[src/chunk_range_set_queue_core_macros.svh]
// Assertion macros for the chunk range set queue.
// No dependencies.
`ifndef CHUNK_RANGE_SET_QUEUE_CORE_MACROS_SVH
`define CHUNK_RANGE_SET_QUEUE_CORE_MACROS_SVH
// Implication checked on every rising clock edge outside reset.
`define CRSQ_ASSERT_IMPL(label, clk, rst_n, ante, cons) \
	label: assert property (@(posedge clk) disable iff (!rst_n) (ante) |-> (cons)) \
		else $error("assertion failed");
// Invariant checked on every rising clock edge outside reset.
`define CRSQ_ASSERT_ALWAYS(label, clk, rst_n, expr) \
	label: assert property (@(posedge clk) disable iff (!rst_n) (expr)) \
		else $error("assertion failed");
`endif

[src/crsq_pkg.sv]
// Package for the chunk range set queue: constants, state and cell types.
// No dependencies.
`timescale 1ns / 1ps
`default_nettype none
package crsq_pkg;
	localparam int MaxRangesDefault = 16;
	localparam int ChunkBitsDefault = 32;
	localparam int FieldBits = 32;

	localparam logic FuncInsert = 1'b0;
	localparam logic FuncGet = 1'b1;

	typedef enum logic [2:0] {
		ST_IDLE,
		ST_INS_SCAN,
		ST_INS_APPLY,
		ST_MERGE,
		ST_GET,
		ST_DONE
	} state_t;

	// Operation broadcast to every cell.
	typedef enum logic [2:0] {
		CELL_HOLD,
		CELL_OPEN,
		CELL_CLOSE,
		CELL_WRITE,
		CELL_FOLD
	} cell_op_t;
endpackage
`default_nettype wire

[src/crsq_cell.sv]
// One table cell: holds a range start and length, shifts with its neighbors.
// Depends on crsq_pkg.
`timescale 1ns / 1ps
`default_nettype none
module crsq_cell #(
	parameter int CHUNK_BITS = crsq_pkg::ChunkBitsDefault
) (
	input  wire logic                  clk,
	input  wire crsq_pkg::cell_op_t    op,
	input  wire logic                  at_or_above,
	input  wire logic                  at_target,
	input  wire logic [CHUNK_BITS-1:0] left_start,
	input  wire logic [CHUNK_BITS-1:0] left_len,
	input  wire logic [CHUNK_BITS-1:0] right_start,
	input  wire logic [CHUNK_BITS-1:0] right_len,
	input  wire logic [CHUNK_BITS-1:0] new_start,
	input  wire logic [CHUNK_BITS-1:0] new_len,
	output logic      [CHUNK_BITS-1:0] start_q,
	output logic      [CHUNK_BITS-1:0] len_q
);
	// Shift up (open a gap), shift down (close a gap), or write in place.
	always_ff @(posedge clk) begin
		case (op)
			crsq_pkg::CELL_OPEN: begin
				if (at_target) begin
					start_q <= new_start;
					len_q   <= new_len;
				end else if (at_or_above) begin
					start_q <= left_start;
					len_q   <= left_len;
				end
			end
			crsq_pkg::CELL_CLOSE: begin
				if (at_or_above) begin
					start_q <= right_start;
					len_q   <= right_len;
				end
			end
			crsq_pkg::CELL_WRITE: begin
				if (at_target) begin
					start_q <= new_start;
					len_q   <= new_len;
				end
			end
			// Write the merged range at the target and close the gap above it.
			crsq_pkg::CELL_FOLD: begin
				if (at_target) begin
					start_q <= new_start;
					len_q   <= new_len;
				end else if (at_or_above) begin
					start_q <= right_start;
					len_q   <= right_len;
				end
			end
			default: begin
			end
		endcase
	end
endmodule
`default_nettype wire

[config.mk]
export PLATFORM = sky130hd
export DESIGN_NAME = crsq_cell
export DESIGN_NICKNAME = d
export VERILOG_FILES = /design/src/chunk_range_set_queue_core_macros.svh /design/src/crsq_pkg.sv /design/src/crsq_cell.sv
export SDC_FILE = /design/constraint.sdc
export NUM_CORES = 1
export LEC_CHECK = 0
export CAP_MARGIN = 0
export CORE_MARGIN = 2
export CORE_UTILIZATION = 33
export CTS_BUF_LIST = sky130_fd_sc_hd__clkbuf_16
export DETAILED_ROUTE_END_ITERATION = 16
export DONT_BUFFER_PORTS = 1
export SYNTH_ARGS = -nofsm -noshare
export SYNTH_HDL_FRONTEND = slang
export SYNTH_SLANG_ARGS = --single-unit
[constraint.sdc]
create_clock -name clk -period 2.9 [get_ports clk]
set_input_delay 0 -clock clk [delete_from_list [all_inputs] [get_ports clk]]
set_output_delay 0 -clock clk [all_outputs]
set_load 0.02 [all_outputs]
* Yosys cells after proc, flatten, opt, wreduce, memory -nomap -nowiden
Cells that the tools add are included.
** Operators by class
- Mux-type cells :: 12
- Shift operators :: 0
- $mul :: 0
- Order comparisons :: 0
- Reduce and logical (&&, ||, !) cells :: 2
- Add/sub/neg operators :: 0
- Bitwise operators :: 0
- Div/mod/pow operators :: 0
- Equality and inequality tests :: 6
** Operators with widths (number)
- $mux W32 :: 10
- $pmux W32 S4 :: 2
- $eq A3 B2 Y1 const B :: 2
- $reduce_bool A4 Y1 :: 1
- $eq A3 B1 Y1 const B :: 1
- $eq A3 B3 Y1 const B :: 1
- $ne A3 B3 Y1 const B :: 1
- $reduce_and A3 Y1 :: 1
- $ne A2 B2 Y1 const B :: 1
** Word-level totals
- Logic and storage cells :: 22
- Output and inout port bits :: 64
- Memory bits (read-only) :: 0
- Latch bits :: 0
- Input port bits :: 198
- Memories :: 0
- Bits in registers :: 64
- RAM bits :: 0

* Longest topological paths before layout
- Depth after elaboration :: 3
- Gate-level depth with buffers :: 6
- Mapped depth without buffers :: 3

* Worst setup path after synthesis
OpenSTA, ideal clock, no wires.
- Kind :: input port to flip-flop
- Start point :: in at_target
- End point :: reg len_q[0], enable pin
- Data required time :: 2506 ps
- Data arrival time :: 1571 ps
- Slack :: 935 ps
- Path buffers :: 2
- Stages :: 5
- Library setup time :: 394 ps
- Path through :: clkbuf_1 -> inv_1 -> buf_2 -> a311oi_1 -> or2_2
** Between the ends
- Word-level cells in the longest chain between the ends :: 2
- Elaborated cells between the ends (all ways) :: 3
- Those cells by class :: eq/ne: 2; reduce/logical: 1
** Ends and longest elaborated chain
- start: declaration :: line crsq_cell.sv:11 : input wire logic at_target,
- $ne A3 B3 Y1 (no line) or $ne A2 B2 Y1 (tied branches)
- $reduce_and A3 Y1 (no line) *
- end signal: assignment :: line crsq_cell.sv:27 : len_q <= new_len;
- end signal: assignment :: line crsq_cell.sv:30 : len_q <= left_len;
- end signal: assignment :: line crsq_cell.sv:36 : len_q <= right_len;
- end: declaration :: line crsq_cell.sv:19 : output logic [CHUNK_BITS-1:0] len_q
Mark *: on every way between the ends. The rest lies on a longest branch, timed or not.
A chain may end at the register's enable or synchronous reset.

* Worst setup path in the final report
- Start point :: in op[2]
- End point :: reg start_q[9] (data pin)
** Between the ends
- Word-level cells in the longest chain between the ends :: 2
- Elaborated cells between the ends (all ways) :: 5
- Those cells by class :: eq/ne: 4; mux: 1
** Ends and longest elaborated chain
- start: declaration :: line crsq_cell.sv:9 : input wire crsq_pkg::cell_op_t op,
- $eq A3 B3 Y1 (tied with other cells) :: line crsq_cell.sv:23 : case (op)
- $pmux W32 S4 * :: line crsq_cell.sv:23
- end signal: assignment :: line crsq_cell.sv:26 : start_q <= new_start;
- end signal: assignment :: line crsq_cell.sv:29 : start_q <= left_start;
- end signal: assignment :: line crsq_cell.sv:35 : start_q <= right_start;
- end: declaration :: line crsq_cell.sv:18 : output logic [CHUNK_BITS-1:0] start_q,
Marked as above.

==> results by group <==
Status
  • Outcome: finished, final reports clean

Routing
  • Drt total wl: 16100 um
  • Drt pass-1 iters: 7
  • # DRC: 0
  • Vias per cell: 6.15
  • DR vias: 4456
  • Final ANT Viol Nets: 0
  • Starting DRT DRC Count: 316
  • Drt wl/cell: 22.2 um

Timing
  • Measured slew at the worst slew-check pin: 1.19 ns
  • Part of the cycle the worst path needs: 75.2%
  • RSZ-0062 raised after global routing: false
  • Final Hold Fails: 0
  • Slew HR: 21.0%
  • Max-slew violations: 0
  • Final Skew: 0 ns
  • Final setup TNS: 0 ns
  • Setup violators final: 0
  • Max frequency: 0.459 GHz
  • Final worst path period need: 2.18 ns

Critical path
  • Critical Path Source Type: input port
  • Crit path max fanout: 60
  • CP endpoint kind: register
  • CP Buf/Inv Count: 1
  • Max stage delay on crit path: 0.99 ns
  • Critical Path, Cell by Cell: or3b_2, a21o_2, a31oi_1, dlygate4sd3_1
  • Cells on worst reg2reg path: 4
  • Kind of critical path: in -> reg
  • Slowest cell on the critical path: a21o_2
  • Kind of cell adding the most delay to the critical path: compound AO/OA/AOI/OAI gates
  • Critical path data arrival time: 2.25 ns
  • Data required time at the worst endpoint: 2.97 ns
  • CP Depth: 4

Clock network
  • Clock-pin slew on the worst setup and hold paths: 0.05 ns
  • Clock buffer depth: 2
  • # resized after CTS: 0
  • H-tree depth: 3
  • Hold-fix buffers, CTS: 119
  • TritonCTS clock tree: done
  • Clock sinks: 64
  • Worst skew pair latency: 0.32 ns
  • Root Driver: clkbuf_16
  • Post-CTS setup buffers: 0
  • CTS Buf Count: 9

Pwr
  • Leakage: 0.00195 uW
  • Peak supply drop: 0.000233 V
  • Cell Pwr Density: 476 nW/um^2

Placement
  • Placed Instances: 589
  • PortBufs: 0
  • GPL Wtd Cong: 0.766
  • Post-DP HPWL: 8840 um

Logic synthesis
  • Syn nets: 665
  • Yosys reg bits: 64
  • Mapped Area: 4570 sq um
  • Yosys Warn Count: 0
  • Avg Inst Size Synth: 9.79 sq um
  • Post-synth cell types: 24
  • Cells after Synth: 467
  • Sequential fraction of the synthesis area: 42.0%

Run
  • Max_cap viols: 0

GRT
  • Largest net degree at the start of global routing: 125
  • First-pass GRT wire length: 24100 um
  • Total grt overflow: 0
  • Total track usage: 21.0%
  • Initial antenna violation count: 0
  • Vias in the first global route: 4671

Die
  • Core Box Area: 13700 sq um
  • Die Wd: 122 um
  • Ports: 262
  • Initial Utilization: 33.3%
  • Site Rows: 43
  • DIE AREA: 14800 sq um
  • Die Ht: 122 um

Cells and area
  • P&R area growth vs syn: 32.5%
  • Ratio of cells with drive above 1 in the final layout: 15.6%
  • ANT cells: 0
  • # nets final: 737
  • Final non-filler cell total: 724

Hold path
  • Worst Hold Class: in -> reg
  • Hold Crit Depth: 2
power by group:
part | leakage (uW) | internal [uW] | switching, uW | total (uW)
combinational | 0.00119 | 348 | 267 | 614
clock | 0.000136 | 562 | 386 | 948
sequential | 0.000616 | 1150 | 166 | 1320
total | 0.00195 | 2060 | 818 | 2880
placed cells by master, fill, tap and decap left out:
master | synthesis | final
nand2b_4 | 0 | 1
edfxtp_1 | 64 | 64
clkbuf_16 | 0 | 9
nor2b_4 | 0 | 1
nand3_1 | 60 | 60
nand2_1 | 8 | 8
inv_1 | 1 | 3
a311oi_1 | 1 | 1
buf_16 | 0 | 1
inv_2 | 0 | 1
clkinv_1 | 0 | 1
or3b_2 | 0 | 1
nand2b_1 | 2 | 1
a22oi_1 | 4 | 4
clkinv_2 | 0 | 2
nor3b_1 | 1 | 1
a2bb2oi_1 | 4 | 4
buf_4 | 2 | 5
dlygate4sd3_1 | 0 | 118
a211oi_1 | 64 | 64
or2_4 | 0 | 1
o21ai_0 | 60 | 60
a21o_2 | 0 | 1
clkinvlp_4 | 0 | 1
buf_12 | 0 | 1
mux2_2 | 60 | 60
a31oi_1 | 60 | 60
nor2_1 | 2 | 2
a21boi_0 | 4 | 4
mux2i_1 | 4 | 4
cell type report:
type | instances | area (sq um)
clock inverter | 7 | 32.5
timing repair buffer | 125 | 1270
sequential | 64 | 1920
multi-input combinational | 338 | 2380
tap | 180 | 225
inverter | 1 | 3.75
fill | 1315 | 7660
clock buffer | 9 | 225
routing by layer:
| metal | track usage (%) | share of wire [%] |
|---|---|---|
| met1 | 25.7 | 41 |
| met2 | 35.7 | 49 |
| met3 | 4.92 | 8.5 |
| met4 | 8.12 | 1.2 |
| met5 | 0 | 0 |
cell usage after synthesis:
cell type	instances	share of area [%]
or2_2	1	0.14
a22oi_1	4	0.66
nor2_1	2	0.16
a311oi_1	1	0.19
a2bb2oi_1	4	0.77
o21ai_0	60	6.6
mux2i_1	4	0.88
mux2_2	60	15
clkbuf_1	39	3.2
or3b_1	1	0.19
nand2b_1	2	0.27
buf_6	1	0.25
a21boi_0	4	0.66
nand3_1	60	6.6
edfxtp_1	64	42
nor3b_1	1	0.16
buf_4	2	0.33
a21o_1	1	0.16
buf_2	22	2.4
nor2b_1	1	0.14
a31oi_1	60	8.2
nand2_1	8	0.66
inv_1	1	0.082
a211oi_1	64	11
flip-flops by register name, summed over array words and instances, names as in the netlist:
signal	flops
len_q	32
start_q	32
logic make-up (layout without fill, tap and decap cells):
family / Yosys count / count (layout) / share of synthesized area (%)
compound gates: 198 / 198 / 27.7
buf+inv: 65 / 142 / 6.27
flops: 64 / 64 / 42.0
mux: 64 / 64 / 15.7
simple gates: 76 / 76 / 8.29
worst paths after layout:
kind,start,end,slack [ns]
setup / recovery,op[2],start_q[9],0.72
hold reg to reg,len_q[24],len_q[24],0.95
hold / removal,left_start[23],start_q[23],0.006
setup reg to reg,len_q[26],len_q[26],0.83
stage by stage:
step	setup WS (ns)	utilization (%)	hold WS (ns)	total power, uW	instance area (sq um)
after detailed placement	0.937	33.5	0.279	1730	4590
after floorplan	0.935	-	0.281	1670	4570
final	0.720	44.1	0.00620	2880	6060
after global placement	1.05	33.5	0.273	1710	4590
after CTS	0.792	44.1	0.00306	2900	6060
after global routing	0.582	44.1	0.000240	3010	6060
worst reg2reg max path, stage by stage (launching register included):
cell           delay [ns]
edfxtp_1             0.49
mux2_2               0.31
a211oi_1             0.29
a31oi_1              0.08
dlygate4sd3_1        0.64
Note: power is estimated with default switching activity, not from simulation.
